<file path="src/design/scrb_pkg.sv">
// shared types, constants and codes for the scrolled hit rectangle builder
`default_nettype none
package scrb_pkg;

   localparam int MAX_DEPTH_DEF = 8;
   localparam int MAX_HITS_DEF  = 64;

   localparam int SCROLL_POS_W    = 16;
   localparam int HIT_CAPACITY_W  = 7;
   localparam int NO_HIT_MASK_W   = 8;
   localparam int CSR_INDEX_W     = 2;
   localparam int CSR_DATA_W      = 16;
   localparam int SLOT_W          = 6;

   localparam logic [SCROLL_POS_W-1:0]   SCROLL_POS_RST    = 16'd0;
   localparam logic [HIT_CAPACITY_W-1:0] HIT_CAPACITY_RST  = 7'd64;
   localparam logic [NO_HIT_MASK_W-1:0]  NO_HIT_MASK_RST   = 8'd1;

   typedef enum logic [1:0] {
      CMD_BEGIN      = 2'd0,
      CMD_END        = 2'd1,
      CMD_SCROLL     = 2'd2,
      CMD_CLIP_CLEAR = 2'd3
   } cmd_type;

   typedef enum logic [CSR_INDEX_W-1:0] {
      CSR_SCROLL_POS    = 2'd0,
      CSR_HIT_CAPACITY  = 2'd1,
      CSR_NO_HIT_MASK   = 2'd2
   } csr_index_type;

   typedef struct packed {
      logic [15:0] id;
      logic [7:0]  x;
      logic [7:0]  y;
      logic [7:0]  w;
      logic [7:0]  h;
      logic [7:0]  flags;
      logic        in_region;
   } frame_type;

   typedef struct packed {
      logic push;
      logic pop;
   } stack_ctl_type;

   typedef struct packed {
      logic [7:0] top;
      logic [7:0] height;
   } region_type;

endpackage
`default_nettype wire

</file>
<file path="src/design/scrb_stack.sv">
// bounded frame stack: push on begin, pop on end, top frame read combinationally
`default_nettype none
module scrb_stack #(
   parameter int MAX_DEPTH = scrb_pkg::MAX_DEPTH_DEF
) (
   input  wire logic                clock,
   input  wire logic                reset,
   input  wire scrb_pkg::stack_ctl_type ctl,
   input  wire scrb_pkg::frame_type push_frame,
   output      scrb_pkg::frame_type top_frame,
   output      logic                full,
   output      logic                empty
);

   localparam int DEP_W = $clog2(MAX_DEPTH + 1);
   localparam int IDX_W = (MAX_DEPTH > 1) ? $clog2(MAX_DEPTH) : 1;

   scrb_pkg::frame_type stack_ff [MAX_DEPTH];
   logic [DEP_W-1:0] depth_ff;
   logic [DEP_W-1:0] depth_in;
   logic [DEP_W-1:0] depth_m1;

   assign full     = (depth_ff == DEP_W'(MAX_DEPTH));
   assign empty    = (depth_ff == '0);
   assign depth_m1 = depth_ff - DEP_W'(1);
   assign top_frame = stack_ff[depth_m1[IDX_W-1:0]];

   always_comb begin
      depth_in = depth_ff;
      if (ctl.push) begin
         depth_in = depth_ff + DEP_W'(1);
      end else if (ctl.pop) begin
         depth_in = depth_m1;
      end
   end

   always_ff @(posedge clock) begin
      if (reset) begin
         depth_ff <= '0;
      end else begin
         depth_ff <= depth_in;
      end
   end

   // frame storage, no reset: a slot is read only after a push wrote it
   always_ff @(posedge clock) begin
      if (ctl.push) begin
         stack_ff[depth_ff[IDX_W-1:0]] <= push_frame;
      end
   end

endmodule
`default_nettype wire

</file>
<file path="src/design/scrb_map.sv">
// maps a popped frame's top and height into screen space inside a scroll region
`default_nettype none
module scrb_map (
   input  wire scrb_pkg::frame_type  frame,
   input  wire scrb_pkg::region_type region,
   input  wire logic [scrb_pkg::SCROLL_POS_W-1:0] scroll_pos,
   output      logic [7:0]           rect_y,
   output      logic [7:0]           rect_h
);

   logic signed [18:0] rtop_s;
   logic signed [18:0] limit_s;
   logic signed [18:0] top_s;
   logic signed [18:0] bottom_s;
   logic signed [18:0] t_s;
   logic signed [18:0] b_s;
   logic signed [18:0] diff_s;

   always_comb begin
      rtop_s   = $signed({11'd0, region.top});
      limit_s  = rtop_s + $signed({11'd0, region.height});
      top_s    = rtop_s + $signed({11'd0, frame.y}) - $signed({3'd0, scroll_pos});
      bottom_s = top_s + $signed({11'd0, frame.h});
      t_s      = (top_s < rtop_s) ? rtop_s : top_s;
      b_s      = (bottom_s > limit_s) ? limit_s : bottom_s;
      // scrolled fully out: zero height at region top
      if (b_s <= t_s) begin
         t_s = rtop_s;
         b_s = rtop_s;
      end
      diff_s = b_s - t_s;
      if (frame.in_region) begin
         rect_y = t_s[7:0];
         rect_h = diff_s[7:0];
      end else begin
         rect_y = frame.y;
         rect_h = frame.h;
      end
   end

endmodule
`default_nettype wire

</file>
<file path="src/design/scrolled_hit_rect_builder_top.sv">
// top level of the scrolled hit rectangle builder
// Takes one event word per clock cycle at a sustained rate while rsp_ready stays high. An
// accepted event is held in an input register, then the stack push or pop, the scroll
// mapping and the capacity check are all done combinationally into the result register,
// so the stack read plus the mapping adders set the clock-to-clock path. A result word that
// waits for rsp_ready holds the next event in the input register and drops req_ready
// until the word is taken. Begin pushes a frame (dropped when MAX_DEPTH frames are
// held); end pops one and emits a rectangle unless its flags hit no_hit_mask or the
// hit table already holds min(hit_capacity, MAX_HITS) entries. The emit count is
// cleared only by reset. Registers are written through the csr port; the user must
// write them only while idle, as the block does not enforce it.
`default_nettype none
module scrolled_hit_rect_builder_top #(
   parameter int MAX_DEPTH = scrb_pkg::MAX_DEPTH_DEF,
   parameter int MAX_HITS  = scrb_pkg::MAX_HITS_DEF
) (
   input  wire logic        clock,
   input  wire logic        reset,
   // configuration write port
   input  wire logic        csr_wr_en,
   input  wire logic [scrb_pkg::CSR_INDEX_W-1:0] csr_index,
   input  wire logic [scrb_pkg::CSR_DATA_W-1:0]  csr_wdata,
   // event words in
   input  wire logic        req_valid,
   output      logic        req_ready,
   input  wire logic [1:0]  req_command,
   input  wire logic [15:0] req_elem_id,
   input  wire logic [7:0]  req_pos_x,
   input  wire logic [7:0]  req_pos_y,
   input  wire logic [7:0]  req_size_w,
   input  wire logic [7:0]  req_size_h,
   input  wire logic [7:0]  req_elem_flag_bits,
   // hit rectangle words out
   output      logic        rsp_valid,
   input  wire logic        rsp_ready,
   output      logic [15:0] rsp_rect_id,
   output      logic [7:0]  rsp_rect_x,
   output      logic [7:0]  rsp_rect_y,
   output      logic [7:0]  rsp_rect_w,
   output      logic [7:0]  rsp_rect_h,
   output      logic [7:0]  rsp_rect_flags,
   output      logic [scrb_pkg::SLOT_W-1:0] rsp_slot_index
);

   localparam int CNT_W = $clog2(MAX_HITS + 1);
   localparam int CMP_W = (CNT_W > scrb_pkg::HIT_CAPACITY_W) ? CNT_W
                                                              : scrb_pkg::HIT_CAPACITY_W;

   // configuration registers
   logic [scrb_pkg::SCROLL_POS_W-1:0]    scroll_pos_ff;
   logic [scrb_pkg::HIT_CAPACITY_W-1:0]  hit_capacity_ff;
   logic [scrb_pkg::NO_HIT_MASK_W-1:0]   no_hit_mask_ff;

   // input register
   logic                a_valid_ff;
   logic                a_valid_in;
   scrb_pkg::cmd_type   a_cmd_ff;
   scrb_pkg::frame_type a_frame_ff;

   // block state
   logic                 scroll_active_ff;
   logic                 scroll_active_in;
   scrb_pkg::region_type region_ff;
   scrb_pkg::region_type region_in;
   logic [CNT_W-1:0]     emit_cnt_ff;
   logic [CNT_W-1:0]     emit_cnt_in;

   // result register
   logic        rsp_valid_ff;
   logic        rsp_valid_in;
   logic [15:0] rect_id_ff;
   logic [7:0]  rect_x_ff;
   logic [7:0]  rect_y_ff;
   logic [7:0]  rect_w_ff;
   logic [7:0]  rect_h_ff;
   logic [7:0]  rect_flags_ff;
   logic [scrb_pkg::SLOT_W-1:0] slot_ff;

   // processing stage
   logic                    req_accept;
   logic                    go;
   scrb_pkg::stack_ctl_type stk_ctl;
   scrb_pkg::frame_type     push_frame;
   scrb_pkg::frame_type     top_frame;
   logic                    stk_full;
   logic                    stk_empty;
   logic [CMP_W-1:0]        cap;
   logic [CMP_W-1:0]        cap_reg_ext;
   logic [CMP_W-1:0]        cnt_ext;
   logic [CNT_W+scrb_pkg::SLOT_W-1:0] cnt_wide;
   logic                    suppressed;
   logic                    emit;
   logic [7:0]              map_y;
   logic [7:0]              map_h;

   // input side moves on whenever the stage ahead is free or draining
   assign go         = a_valid_ff && (!rsp_valid_ff || rsp_ready);
   assign req_ready  = !a_valid_ff || go;
   assign req_accept = req_valid && req_ready;

   always_comb begin
      a_valid_in = a_valid_ff;
      if (req_accept) begin
         a_valid_in = 1'b1;
      end else if (go) begin
         a_valid_in = 1'b0;
      end
   end

   // stack control
   always_comb begin
      stk_ctl.push = go && (a_cmd_ff == scrb_pkg::CMD_BEGIN) && !stk_full;
      stk_ctl.pop  = go && (a_cmd_ff == scrb_pkg::CMD_END) && !stk_empty;
      push_frame           = a_frame_ff;
      // mapping is decided by the region state at begin time
      push_frame.in_region = scroll_active_ff;
   end

   scrb_stack #(
      .MAX_DEPTH (MAX_DEPTH)
   ) u_stack (
      .clock      (clock),
      .reset      (reset),
      .ctl        (stk_ctl),
      .push_frame (push_frame),
      .top_frame  (top_frame),
      .full       (stk_full),
      .empty      (stk_empty)
   );

   // region bounds used are the ones current at end time
   scrb_map u_map (
      .frame         (top_frame),
      .region        (region_ff),
      .scroll_pos    (scroll_pos_ff),
      .rect_y        (map_y),
      .rect_h        (map_h)
   );

   // effective capacity is min(hit_capacity, MAX_HITS)
   always_comb begin
      cap_reg_ext = CMP_W'(hit_capacity_ff);
      cap         = (cap_reg_ext < CMP_W'(MAX_HITS)) ? cap_reg_ext : CMP_W'(MAX_HITS);
      cnt_ext     = CMP_W'(emit_cnt_ff);
      cnt_wide    = {{scrb_pkg::SLOT_W{1'b0}}, emit_cnt_ff};
      suppressed  = ((top_frame.flags & no_hit_mask_ff) != '0);
      emit        = stk_ctl.pop && !suppressed && (cnt_ext < cap);
      emit_cnt_in = emit ? (emit_cnt_ff + CNT_W'(1)) : emit_cnt_ff;
   end

   // scroll region state
   always_comb begin
      scroll_active_in = scroll_active_ff;
      region_in        = region_ff;
      if (go) begin
         case (a_cmd_ff)
            scrb_pkg::CMD_SCROLL: begin
               scroll_active_in = 1'b1;
               region_in.top    = a_frame_ff.y;
               region_in.height = a_frame_ff.h;
            end
            scrb_pkg::CMD_CLIP_CLEAR: begin
               // bounds are kept, only the active flag drops
               scroll_active_in = 1'b0;
            end
            default: begin
               scroll_active_in = scroll_active_ff;
            end
         endcase
      end
   end

   // result valid: loaded on each processed event, cleared once taken
   always_comb begin
      rsp_valid_in = rsp_valid_ff;
      if (go) begin
         rsp_valid_in = emit;
      end else if (rsp_ready) begin
         rsp_valid_in = 1'b0;
      end
   end

   // control state
   always_ff @(posedge clock) begin
      if (reset) begin
         a_valid_ff       <= 1'b0;
         rsp_valid_ff     <= 1'b0;
         scroll_active_ff <= 1'b0;
         region_ff        <= '0;
         emit_cnt_ff      <= '0;
         scroll_pos_ff    <= scrb_pkg::SCROLL_POS_RST;
         hit_capacity_ff  <= scrb_pkg::HIT_CAPACITY_RST;
         no_hit_mask_ff   <= scrb_pkg::NO_HIT_MASK_RST;
      end else begin
         a_valid_ff       <= a_valid_in;
         rsp_valid_ff     <= rsp_valid_in;
         scroll_active_ff <= scroll_active_in;
         region_ff        <= region_in;
         emit_cnt_ff      <= emit_cnt_in;
         if (csr_wr_en) begin
            case (csr_index)
               scrb_pkg::CSR_SCROLL_POS: begin
                  scroll_pos_ff <= csr_wdata[scrb_pkg::SCROLL_POS_W-1:0];
               end
               scrb_pkg::CSR_HIT_CAPACITY: begin
                  hit_capacity_ff <= csr_wdata[scrb_pkg::HIT_CAPACITY_W-1:0];
               end
               scrb_pkg::CSR_NO_HIT_MASK: begin
                  no_hit_mask_ff <= csr_wdata[scrb_pkg::NO_HIT_MASK_W-1:0];
               end
               default: begin
                  // unused index, write dropped
               end
            endcase
         end
      end
   end

   // input payload register
   always_ff @(posedge clock) begin
      if (req_accept) begin
         a_cmd_ff             <= scrb_pkg::cmd_type'(req_command);
         a_frame_ff.id        <= req_elem_id;
         a_frame_ff.x         <= req_pos_x;
         a_frame_ff.y         <= req_pos_y;
         a_frame_ff.w         <= req_size_w;
         a_frame_ff.h         <= req_size_h;
         a_frame_ff.flags     <= req_elem_flag_bits;
         a_frame_ff.in_region <= 1'b0;
      end
   end

   // result payload register
   always_ff @(posedge clock) begin
      if (emit) begin
         rect_id_ff    <= top_frame.id;
         rect_x_ff     <= top_frame.x;
         rect_y_ff     <= map_y;
         rect_w_ff     <= top_frame.w;
         rect_h_ff     <= map_h;
         rect_flags_ff <= top_frame.flags;
         slot_ff       <= cnt_wide[scrb_pkg::SLOT_W-1:0];
      end
   end

   assign rsp_valid      = rsp_valid_ff;
   assign rsp_rect_id    = rect_id_ff;
   assign rsp_rect_x     = rect_x_ff;
   assign rsp_rect_y     = rect_y_ff;
   assign rsp_rect_w     = rect_w_ff;
   assign rsp_rect_h     = rect_h_ff;
   assign rsp_rect_flags = rect_flags_ff;
   assign rsp_slot_index = slot_ff;

endmodule
`default_nettype wire

</file>
<file path="config.mk">
export PLATFORM = sky130hd
export DESIGN_NAME = scrolled_hit_rect_builder_top
export DESIGN_NICKNAME = d
export VERILOG_FILES = /design/src/design/scrb_pkg.sv /design/src/design/scrb_stack.sv /design/src/design/scrb_map.sv /design/src/design/scrolled_hit_rect_builder_top.sv
export SDC_FILE = /design/constraint.sdc
export NUM_CORES = 1
export LEC_CHECK = 0
export ABC_AREA = 1
export BUFFER_PORTS_ARGS = -buffer_cell sky130_fd_sc_hd__buf_2
export CAP_MARGIN = 20
export CORE_MARGIN = 2
export CORE_UTILIZATION = 63
export CTS_CLUSTER_SIZE = 16
export DETAILED_ROUTE_END_ITERATION = 6
export PLACE_DENSITY = 0.86
export SLEW_MARGIN = 25
export SYNTH_ARGS = -nofsm -noshare
export SYNTH_HDL_FRONTEND = slang
export SYNTH_SLANG_ARGS = --single-unit
</file>
<file path="constraint.sdc">
create_clock -name clock -period 33.4 [get_ports clock]
set_input_delay 3.34 -clock clock [delete_from_list [all_inputs] [get_ports clock]]
set_output_delay 3.34 -clock clock [all_outputs]
set_load 0.005 [all_outputs]
</file>
---- Word-level counts from Yosys, hierarchy flattened ----
Memories as Yosys holds them, arrays and structs flattened.
Index checks and enable logic that the tools add are counted.
word-level totals
  bits in registers ....................... 181
  input port bits ......................... 81
  word-level logic and storage cells ...... 89
  output and inout bits ................... 64
  ROM bits ................................ 0
  latch bits .............................. 0
  memories kept ........................... 1
  memory bits (writable) .................. 456
memories
  memory            words  width  read ports  clocked after memory_dff  write ports  line              text
  u_stack.stack_ff  8      57     1           0                         1            scrb_stack.sv:18  scrb_pkg::frame_type stack_ff [MAX_DEPTH];
operators by class
  div/mod/pow operators ................... 0
  order comparisons ....................... 5
  muxes and demuxes ....................... 16
  multiply operators ...................... 0
  shifts and indexed selects .............. 0
  reduce and logical (&&, ||, !) cells .... 28
  bitwise logic cells ..................... 1
  equal/unequal tests ..................... 6
  $add $sub $neg .......................... 8
operators by type and width
  operator                                              count
  2-to-1 mux 19 bit                                     2
  2-to-1 mux 8 bit                                      4
  adder 19 x 9 -> 19 bit                                1
  greater-than comparator 19 bit                        1
  <= comparator 19 bit                                  1
  less-than comparator 19 x 9 -> 1 bit                  1
  subtractor 19 x 17 -> 19 bit                          1
  adder 8 x 8 -> 9 bit                                  2
  AND reduction 2 bit                                   5
  AND 8 bit                                             1
  logical AND 1 bit                                     8
  2-to-1 mux 4 bit                                      2
  nonzero test 2 bit                                    4
  nonzero test 8 bit                                    1
  subtractor 8 bit                                      1
  adder 7 x 1 -> 7 bit (second input constant)          1
  less-than comparator 7 bit                            1
  less-than comparator 7 bit (second input constant)    1
  2-to-1 mux 7 bit                                      1
  equality test 2 bit (second input constant)           3
  2-to-1 mux 1 bit                                      6
  logical NOT 1 bit                                     5
  adder 4 x 1 -> 4 bit (second input constant)          1
  equality test 2 x 1 -> 1 bit (second input constant)  2
  6 further kinds                                       8

---- Logic depth before layout (Yosys ltp) ----
Gate-level depths: netlist of the first run.
An unclocked memory read counts as a cell.
  depth in word-level cells ............... 11
  mapped depth ............................ 81
  mapped depth without buffers ............ 73

---- Hierarchy ----
From an unflattened synthesis of the first run, not the netlist that was laid out.
second synthesis, totals
  cell total of the unflattened synthesis .. 2689
  area, all modules ....................... 28318.4 um2
by module, submodules not included
  module                         sequential area each (um2)  cells each  times used  area each (um2)
  scrb_stack                     13773.2                     1574        1           18456.5
  scrolled_hit_rect_builder_top  4744.6                      461         1           6102.1
  scrb_map                       0.0                         654         1           3759.9

---- Least setup slack after synthesis of the first run ----
No wires, ideal clock.
  kind .................................... register to register
  start point ............................. reg u_stack.depth_ff[0]
  end point ............................... reg rect_h_ff[7], in the netlist rsp_rect_h[7] (data pin)
  buffers on the path ..................... 9
  setup time .............................. 0.253 ns
  stages on the path, launching flop included .. 77
  data arrival time ....................... 10.767 ns
  clock period less this slack ............ 11.020 ns
  slack ................................... 22.380 ns
  required time ........................... 33.147 ns
  cells stage by stage .................... dfxtp_1 > inv_2 > clkbuf_1 > buf_2 > buf_2 > clkbuf_1 > clkbuf_1 > ha_1 > inv_1 > clkbuf_1 > clkbuf_1 > o21ai_0 > o22ai_1 > nor2_1 > a31oi_1 > ha_1 > inv_1 > fa_1 > [... 41 more ...] > a21oi_1 > nand2_1 > buf_2 > o21ai_1 > inv_1 > ha_1 > a21oi_1 > nand2_1 > a21oi_1 > nor2_1 > nor2_1 > nor2_1 > nor2_1 > nor2_1 > nor2_1 > nand4_1 > nand3_1 > nand2_1
on the way
  cells in the longest elaborated chain, start to end .. 11
  elaborated cells on any way between the ends .. 14
  classes of those cells .................. 5 x add/sub; 3 x order compare; 5 x mux; 1 x memory
RTL lines
  element                         line                                  text
  start, declared                 scrb_stack.sv:19                      logic [DEP_W-1:0] depth_ff;
  start signal, assigned          scrb_stack.sv:41                      depth_ff <= depth_in;
  subtractor 4 x 1 -> 4 bit *     scrb_stack.sv:25                      assign depth_m1 = depth_ff - DEP_W'(1);
  memory (8 x 57 bit) *           n/a
  adder 8 x 8 -> 9 bit            scrb_map.sv:22                        top_s = rtop_s + $signed({11'd0, frame.y}) - $signed({3'd0, scroll_pos});
  subtractor 19 x 17 -> 19 bit    scrb_map.sv:22
  adder 19 x 9 -> 19 bit          scrb_map.sv:23                        bottom_s = top_s + $signed({11'd0, frame.h});
  greater-than comparator 19 bit  scrb_map.sv:25                        b_s = (bottom_s > limit_s) ? limit_s : bottom_s;
  2-to-1 mux 19 bit               scrb_map.sv:25
  <= comparator 19 bit            scrb_map.sv:27                        if (b_s <= t_s) begin
  2-to-1 mux 8 bit                scrb_map.sv:27
  subtractor 8 bit                scrb_map.sv:31                        diff_s = b_s - t_s;
  2-to-1 mux 8 bit *              scrb_map.sv:32                        if (frame.in_region) begin
  via map_h[7]                    scrolled_hit_rect_builder_top.sv:94   logic [7:0] map_h;
  end signal, assigned            scrolled_hit_rect_builder_top.sv:240  rect_h_ff <= map_h;
  end, declared                   scrolled_hit_rect_builder_top.sv:75   logic [7:0] rect_h_ff;
Mark *: on every way through the listed nets, which the timed path passes. The rest lies on a longest branch.
A chain may end at the register's enable or synchronous reset.

---- Worst setup path in the final report of the first run ----
  start point ............................. reg u_stack.depth_ff[0]
  end point ............................... reg rect_h_ff[6], in the netlist rsp_rect_h[6] (data pin)
Same word-level chain as after synthesis.

==> flow_summary.rst, run 1 <==
.. list-table::
   :header-rows: 1

   * - Metric
     - Value
   * - Xor/xnor share of the synthesized area
     - less than 1%
   * - Final sum of negative setup slack
     - 0 ns
   * - Count of inserted antenna diode cells
     - 0
   * - Worst R2R Path Depth
     - 62
   * - Clock Latency Late Sink
     - slightly above 0.6 ns
   * - Yosys top cell by area
     - sky130_fd_sc_hd__edfxtp_1
   * - Number of antenna violations at the first check in global routing
     - 0
   * - Async S/R FF share, synth
     - 0%
   * - Post-CTS clock slew at the launch and capture registers of the worst setup and hold paths
     - ~0.060 ns
   * - Number of enable flip-flop cells after synthesis
     - between 500 and 600
   * - Vias per Instance
     - a little over 6
   * - DPL Wire Length
     - 38.1 mm
   * - Number of different library cells in the post-synthesis netlist
     - 50
   * - Required time of the critical path
     - roughly 34 ns
   * - Adder and majority cell fraction of the synthesized area
     - between 4 and 5%
   * - Dominant synthesized flop cell
     - sky130_fd_sc_hd__edfxtp_1
   * - Syn nets
     - between 2000 and 3000
   * - Die Outline Area
     - between 0.04 and 0.05 mm²
   * - Cell area reported after detailed placement
     - approximately 0.029 mm²
   * - Initial drt markers
     - 2440
   * - WL met3
     - a little under 6 mm
   * - Worst path arrival time
     - between 10 and 15 ns
   * - Setup repair after global routing missed its margin
     - false
   * - CP Capture Type
     - register
   * - PortBufs
     - ~140
   * - Clock tree from TritonCTS
     - done
   * - Avg Synthesized Cell Area
     - approximately 11 µm²
   * - Number of warning messages in the yosys log
     - 0
   * - Slowest stage cell, crit path
     - sky130_fd_sc_hd__ha_4
   * - Leakage power figure
     - roughly 0.011 µW
   * - Final routed wirelength across all metal layers
     - 66.2 mm
   * - Grt ovf
     - 0
   * - Worst-case headroom to the max-slew limit
     - 30.2%
   * - Gate Count Post-Synth
     - between 2000 and 2500
   * - Post-route DRC
     - 0
   * - Floorplan core area
     - about 0.043 mm²
   * - Worst slew pin tran
     - ~1.0 ns
   * - Via count
     - between 15000 and 20000
   * - Die height
     - around 210 µm
   * - Width of the die
     - between 200 and 250 µm
   * - Highest ir drop seen on vdd
     - about 0.00005 V
   * - Cell types occupying the most area after synthesis
     - sky130_fd_sc_hd__edfxtp_1, sky130_fd_sc_hd__nor2_1, sky130_fd_sc_hd__o21ai_0, sky130_fd_sc_hd__dfxtp_1, sky130_fd_sc_hd__ha_1
   * - First-pass GRT wire length
     - just over 100 mm
   * - Final worst clock skew
     - roughly 0.011 ns
   * - TritonCTS Sinks
     - 637
   * - Net count reported at finish
     - about 2700
   * - Time the final worst path needs with I/O delays and setup
     - between 10 and 15 ns
   * - Ratio of total power to cell area
     - ~68 mW/mm²
   * - Fraction of final layout cells sized beyond drive strength 1
     - a little under an eighth
   * - Sum of routed wire segments on met1
     - roughly 25 mm
   * - Number of flip-flops and latches in the synthesized netlist
     - around 640
   * - Maximum number of pins on one net before global-route repair
     - around 230
   * - Area of the mapped netlist
     - between 0.02 and 0.03 mm²
   * - First-pass DRT Iterations
     - 5
   * - CTS-repair resized insts
     - 0
   * - Initial core utilization
     - 63.7%
   * - Fraction of the cycle the final worst path needs
     - roughly two fifths
   * - Max Root-Sink Buffers
     - 3
   * - Final setup fails
     - 0
   * - Hold depth
     - 2
   * - Final Wtd Congestion
     - approximately 0.94
   * - Uppermost layer routed
     - met4
   * - Longest individual stage delay on the worst path
     - between 0.9 and 1 ns
   * - Final instance area
     - between 0.03 and 0.04 mm²
   * - Clock H-tree levels
     - 2
   * - Max-cap violation count
     - 0
   * - Class of the most critical setup path
     - reg2reg
   * - Share of the synthesized area in the top cell type
     - a little over three fifths
   * - Root buffer selected by CTS
     - sky130_fd_sc_hd__clkbuf_16
   * - Seq/Total Area, Yosys
     - roughly two thirds
   * - Count of antenna-violating nets left after detailed routing
     - 0
   * - Std-Cell Rows
     - between 70 and 80
   * - Most prevalent standard cell on the critical path
     - sky130_fd_sc_hd__nand2_1
   * - Top Ports
     - roughly 150
   * - CTS buffer count
     - 58
   * - Share of synthesized area spent on multiplexers
     - 0%
   * - Final slew viol count
     - 0
   * - FILL cells
     - ~2800
   * - Max FO, Critical Path
     - 231
   * - Status
     - completed
   * - Post-synthesis share of cell area spent on and, or, nand and nor gates
     - 12.5%
   * - Setup repair bufs after CTS
     - 0
   * - Met2 routed WL
     - 32.9 mm
   * - Maximum frequency from static timing analysis
     - 72.8 MHz
   * - Count of endpoints failing hold in the final timing report
     - 0
   * - Quantity of hold-fixing buffers added after cts
     - 0
   * - Fraction of the mapped netlist area in compound gates
     - around 11%
   * - Final Core Density
     - a little under three quarters
   * - Main combinational cell family by area after synthesis
     - simple AND/OR/NAND/NOR gates
   * - Type of the most critical hold path
     - reg2reg
   * - Area grow syn2layout
     - 11.7%
   * - Kind of start point of the critical path
     - register
   * - Average routed wire per standard cell
     - 21.1 µm
   * - Total routing usage reported by global routing
     - between 20% and 30%
   * - Via count of the first global-routing pass
     - ~19000
stage by stage:
step	instances	hold WS (ns)	total power, µW	setup slack, ns
2_1_floorplan	2397	0.435	1290	22.38
3_3_place_gp	3035	0.453	1400	20.16
3_5_place_dp	3035	0.463	1410	19.82
4_1_cts	3145	0.471	2080	19.78
5_1_grt	3145	0.491	2190	18.07
6_report	3145	0.473	2090	19.67
cell families after synthesis:
logic type,count (synthesis)
AO/OA/AOI/OAI,545
XOR/XNOR,29
adder cells (fa/ha/maj),92
buffers and inverters,251
flip-flops,637
AND/OR/NAND/NOR,843
Yosys cell counts (all sizes together), types with 7 or more instances:
cell type  count
xor2          19
o21a           7
xnor2         10
nand2        272
nor2         480
nor3           8
buf           15
a31oi         52
dfxtp         61
nand4         14
inv          143
ha            87
nand3         56
edfxtp       576
o22ai         57
o21ai        321
a21oi         84
clkbuf        91
sequential cells by signal, indices dropped and copies added (netlist names), 16 cells and up:
register	count
a_frame_ff	56
region_ff	16
rsp_rect_id	16
scroll_pos_ff	16
u_stack.stack_ff	456
per-layer routing:
| layer | vias up | track usage [%] |
|---|---|---|
| li1 | 8703 | - |
| met1 | 9269 | 38.0 |
| met2 | 1158 | 49.2 |
| met3 | 187 | 4.71 |
| met4 | 0 | 12.5 |
| met5 | - | 0 |
power by group:
part           internal, µW  switching, µW  leakage (µW)
combinational           179            330       0.00465
clock                   396            289      0.000931
sequential              884           10.7       0.00573
placed cells by master (no fill, tap or decap), drive strengths merged, types with 9 or more instances in the layout:
cell type,instances
a21oi,84
a31oi,52
buf,159
bufinv,9
clkbuf,77
clkinv,17
dfxtp,61
edfxtp,576
ha,87
inv,144
nand2,272
nand3,56
nand4,14
nor2,480
o21ai,321
o22ai,57
xnor2,10
xor2,19
critical path: cells and delay by family (launching register included):
family	cells	cell delay, ns
adder cells (fa/ha/maj)	10	3.69
AND/OR/NAND/NOR	23	3.04
XOR/XNOR	3	0.62
flip-flops	1	0.35
buffers and inverters	11	2.68
AO/OA/AOI/OAI	15	2.92
layout make-up:
| class | instances | area (µm²) | share of cell area [%] |
|---|---|---|---|
| Clock inverter | 33 | 425 | 1.39 |
| Inverter | 145 | 552 | 1.80 |
| Clock buffer | 77 | 1540 | 5.05 |
| Tap cell | 585 | 732 | 2.39 |
| Sequential cell | 637 | 18500 | 60.6 |
| Multi-Input combinational cell | 1509 | 7950 | 26.0 |
| Timing Repair Buffer | 159 | 846 | 2.77 |
path summary, 6_finish.rpt:
kind	startpoint	end	slack [ns]
max reg2reg	u_stack.depth_ff[0]$_SDFFE_PP0P_	rsp_rect_h[6]$_DFFE_PP_	19.67
max	u_stack.depth_ff[0]$_SDFFE_PP0P_	rsp_rect_h[6]$_DFFE_PP_	19.67
min	no_hit_mask_ff[7]$_SDFFE_PP0P_	no_hit_mask_ff[7]$_SDFFE_PP0P_	0.47
min reg2reg	no_hit_mask_ff[7]$_SDFFE_PP0P_	no_hit_mask_ff[7]$_SDFFE_PP0P_	0.47
No activity file was read; power rests on OpenSTA's default activity.
==> inputs of run 2 (changes only) <==
--- a/config.mk
+++ b/config.mk
@@ -5,14 +5,14 @@
 export SDC_FILE = /design/constraint.sdc
 export NUM_CORES = 1
 export LEC_CHECK = 0
-export ABC_AREA = 1
+export ABC_AREA = 0
 export BUFFER_PORTS_ARGS = -buffer_cell sky130_fd_sc_hd__buf_2
 export CAP_MARGIN = 20
 export CORE_MARGIN = 2
-export CORE_UTILIZATION = 63
+export CORE_UTILIZATION = 55
 export CTS_CLUSTER_SIZE = 16
 export DETAILED_ROUTE_END_ITERATION = 6
-export PLACE_DENSITY = 0.86
+export PLACE_DENSITY = 0.8
 export SLEW_MARGIN = 25
 export SYNTH_ARGS = -nofsm -noshare
 export SYNTH_HDL_FRONTEND = slang
==> constraint.sdc (replaced) <==
create_clock -name clock -period 11.1 [get_ports clock]
set_input_delay 1.11 -clock clock [delete_from_list [all_inputs] [get_ports clock]]
set_output_delay 1.11 -clock clock [all_outputs]
set_load 0.005 [all_outputs]
==> run 2 against run 1 <==
  * Critical path depth fell by 12
  * Total power increased to 2.9 times the previous value
  * Utilization fell by 6.9 points
  * Clock skew up 0.011 ns
  * Synthesized cell count down 34%
  * Global-route usage decreased by 6.5 points
  * Final area up 0.51%
  * Combinational power is 130% higher
  * Sequential share of layout area decreased by 0.30 points
  * Sequential power rose to 3.0 times the previous value
  * Critical path type unchanged
  * Critical endpoint is now rsp_rect_h[7]$_DFFE_PP_
  * Highest routed layer is now met5
==> flow_summary.rst, run 2 <==
.. list-table::
   :header-rows: 1

   * - Metric
     - Value
   * - GRT busiest layer
     - met2
   * - Longest individual stage delay on the worst path
     - about 0.42 ns
   * - Flop-to-flop setup slack
     - 0.63 ns
   * - Syn nets
     - ~1800
   * - Via count of the first global-routing pass
     - ~15000
   * - CTS buffer count
     - 61
   * - Total instance count after detailed placement
     - between 2000 and 2500
   * - Ratio of total power to cell area
     - around 200 mW/mm²
   * - Class of the most critical setup path
     - reg2reg
   * - Slowest stage cell, crit path
     - sky130_fd_sc_hd__dfxtp_2
   * - Dominant synthesized flop cell
     - sky130_fd_sc_hd__edfxtp_1
   * - CP Capture Type
     - register
   * - Max Root-Sink Buffers
     - 3
   * - Final setup fails
     - 0
   * - Initial core utilization
     - between 50% and 60%
   * - Setup WS pre-CTS
     - roughly 0.038 ns
   * - DPL Wire Length
     - approximately 34 mm
   * - Std-Cell Rows
     - 80
   * - Worst reg2reg endpoint
     - rsp_rect_h[7]$_DFFE_PP_
   * - Area grow syn2layout
     - 15.1%
   * - Highest ir drop seen on vdd
     - around 0.00014 V
   * - Number of antenna violations at the first check in global routing
     - 3
   * - Most frequent cells in the layout
     - sky130_fd_sc_hd__edfxtp_1, sky130_fd_sc_hd__buf_2, sky130_fd_sc_hd__mux4_2
   * - Top-count cell post-synth
     - sky130_fd_sc_hd__edfxtp_1
   * - Final routed wirelength across all metal layers
     - around 56 mm
   * - Count of antenna-violating nets left after detailed routing
     - 0
   * - Clock H-tree levels
     - 2
   * - Average routed wire per standard cell
     - roughly 23 µm
   * - Most frequent cells after synthesis
     - sky130_fd_sc_hd__edfxtp_1, sky130_fd_sc_hd__mux4_2, sky130_fd_sc_hd__nand2_1
   * - Fraction of final layout cells sized beyond drive strength 1
     - ~28%
   * - Worst R2R Path Depth
     - 50
   * - Time the final worst path needs with I/O delays and setup
     - ~10 ns
   * - Most prevalent standard cell on the critical path
     - sky130_fd_sc_hd__ha_1
   * - Worst-case headroom to the max-slew limit
     - 30.5%
   * - Cell types occupying the most area after synthesis
     - sky130_fd_sc_hd__edfxtp_1, sky130_fd_sc_hd__mux4_2, sky130_fd_sc_hd__dfxtp_1, sky130_fd_sc_hd__ha_1, sky130_fd_sc_hd__mux2_2
   * - Initial drt markers
     - around 1200
   * - First-pass GRT wire length
     - 85.8 mm
   * - Post-CTS clock slew at the launch and capture registers of the worst setup and hold paths
     - 0.06 ns
   * - Hold depth
     - 2
   * - Floorplan core area
     - 0.0478 mm²
   * - First-pass DRT Iterations
     - 6
   * - Final instance area
     - 0.0307 mm²
   * - Async S/R FF share, synth
     - 0%
   * - TritonCTS Sinks
     - 637
   * - PortBufs
     - between 100 and 150
   * - Seq/Total Area, Yosys
     - between 60% and 70%
   * - Start of the worst register-to-register path
     - u_stack.depth_ff[1]$_SDFFE_PP0P_
   * - Final Wtd Congestion
     - roughly 0.92
   * - Kind of start point of the critical path
     - register
   * - Final slew viol count
     - 0
   * - Global routing met1 resource utilization
     - 31.4%
   * - Fraction of the cycle the final worst path needs
     - between 90% and 100%
   * - Gate Count Post-Synth
     - around 1600
   * - Net count reported at finish
     - about 1900
   * - Width of the die
     - 224 µm
   * - Top Ports
     - roughly 150
   * - Via count
     - ~14000
   * - Area of the mapped netlist
     - between 0.02 and 0.03 mm²
   * - Worst path arrival time
     - 10.83 ns
   * - Vias per Instance
     - around 5.9
   * - Final cell count without fillers
     - between 2000 and 2500
   * - Hold Startpoint
     - scroll_pos_ff[2]$_SDFFE_PP0P_
   * - Required time of the critical path
     - 11.46 ns
   * - Worst setup margin
     - around 0.63 ns
   * - Count of inserted antenna diode cells
     - 0
   * - Maximum number of pins on one net before global-route repair
     - 62
   * - Die Outline Area
     - ~0.050 mm²
   * - Count of endpoints failing hold in the final timing report
     - 0
   * - Worst slew pin tran
     - 1.04 ns
   * - Share of the synthesized area in the top cell type
     - about two thirds
   * - Leakage power figure
     - 0.0106 µW
   * - Die height
     - approximately 220 µm
   * - Total routing usage reported by global routing
     - a little under a quarter
   * - Post-route DRC
     - 0
   * - Clock tree from TritonCTS
     - done
   * - Number of flip-flops and latches in the synthesized netlist
     - between 600 and 700
   * - Number of different library cells in the post-synthesis netlist
     - 63
   * - Quantity of hold-fixing buffers added after cts
     - 0
   * - Type of the most critical hold path
     - reg2reg
   * - Maximum frequency from static timing analysis
     - 95.5 MHz
   * - Grt ovf
     - 0
   * - Max FO, Critical Path
     - 14
   * - Number of warning messages in the yosys log
     - 0
   * - Largest register FFs
     - 456
   * - End point of the worst hold path
     - scroll_pos_ff[2]$_SDFFE_PP0P_
   * - Yosys top cell by area
     - sky130_fd_sc_hd__edfxtp_1
   * - Met2 Usage GRT
     - a little under two fifths
   * - Number of enable flip-flop cells after synthesis
     - 576
   * - Post-layout power
     - 6090 µW
   * - Met3 global-route usage
     - around 3.7%
   * - Final Core Density
     - 64.2%
   * - Final worst clock skew
     - 0.0213 ns
   * - FILL cells
     - between 3000 and 4000
   * - Clock Latency Late Sink
     - a little over 0.6 ns
   * - Most frequent standard cell in the layout excluding fill and tap cells
     - sky130_fd_sc_hd__edfxtp_1
   * - Root buffer selected by CTS
     - sky130_fd_sc_hd__clkbuf_16
   * - Max-cap violation count
     - 0
   * - Cell area reported after detailed placement
     - roughly 0.028 mm²
   * - Status
     - completed
   * - Avg Synthesized Cell Area
     - 16.9 µm²
run 2: cell types whose count changed after synthesis, moves of 67 or more:
cell,previous run,this run
sky130_fd_sc_hd__nor2_1,474,73
sky130_fd_sc_hd__o21ai_0,309,45
sky130_fd_sc_hd__nand2_1,259,113
sky130_fd_sc_hd__mux4_2,0,114
sky130_fd_sc_hd__inv_1,139,57
sky130_fd_sc_hd__mux2_2,0,67
run 2: per-layer routing:
layer  up-vias  wire length (µm)
met5         -                34
met4         6              1580
met3       123              3700
met2       558             27500
met1      7261             23400
li1       6535                 -
run 2: worst max path at each step:
stage,end,cells after the start,from,slack (ns)
floorplan,rsp_rect_h[7]$_DFFE_PP_,62,u_stack.depth_ff[0]$_SDFFE_PP0P_,0.003
global placement,rsp_rect_h[7]$_DFFE_PP_,51,u_stack.depth_ff[1]$_SDFFE_PP0P_,0.49
detailed placement,rsp_rect_h[7]$_DFFE_PP_,50,u_stack.depth_ff[1]$_SDFFE_PP0P_,0.04
CTS,rsp_rect_h[7]$_DFFE_PP_,51,u_stack.depth_ff[1]$_SDFFE_PP0P_,0.002
global route,rsp_rect_h[7]$_DFFE_PP_,52,u_stack.depth_ff[1]$_SDFFE_PP0P_,-0.003
finish,rsp_rect_h[7]$_DFFE_PP_,50,u_stack.depth_ff[1]$_SDFFE_PP0P_,0.63
run 2: report_power, final:
part / internal [µW] / leakage [µW] / switching [µW]
clock: 1330 / 0.00104 / 875
sequential: 2670 / 0.00573 / 41.1
combinational: 520 / 0.00380 / 643
run 2: metrics by stage:
step,hold slack [ns],setup TNS (ns)
floorplan,0.436,0
global placement,0.445,0
detailed placement,0.454,0
CTS,0.463,0
global route,0.486,-0.00281
finish,0.461,0
run 2: critical path, delay by kind of cell (launching register included):
family	cells	cell delay [ns]
muxes	4	1.30
AOI/OAI and AO/OA	18	2.93
DFF	1	0.42
buffers and inverters	4	0.57
and+or+nand+nor	15	2.38
xor gates and xnor gates	2	0.32
adders and majority gates	7	2.27
run 2: logic make-up after synthesis:
| group | after synthesis | synth area share, % |
|---|---|---|
| AND/OR/NAND/NOR | 294 | 5.16 |
| multiplexers | 206 | 13.4 |
| buffers and inverters | 114 | 1.62 |
| adder cells (fa/ha/maj) | 92 | 4.45 |
| XOR/XNOR | 47 | 1.57 |
| flip-flops | 637 | 69.4 |
| AO/OA/AOI/OAI | 191 | 4.44 |
run 2: cell type report:
class                      count  area [µm²]  share of cell area [%]
timing repair buffer         188        1100                    3.57
clock buffer                  70        1560                    5.08
sequential                   637       18500                    60.3
multi-input combinational    830        7960                    25.9
tap                          615         769                    2.50
clock inverter                45         602                    1.96
inverter                      57         214                   0.696
run 2: what timing repair did:
action / 4_1_cts / 5_1_grt
buffers inserted: 1 / 11
cloned: 0 / 0
resized for setup: 0 / 19
pin swaps: 0 / 7
endpoints found under the setup margin: 1 / 7
hold endpoints to repair: 0 / 0
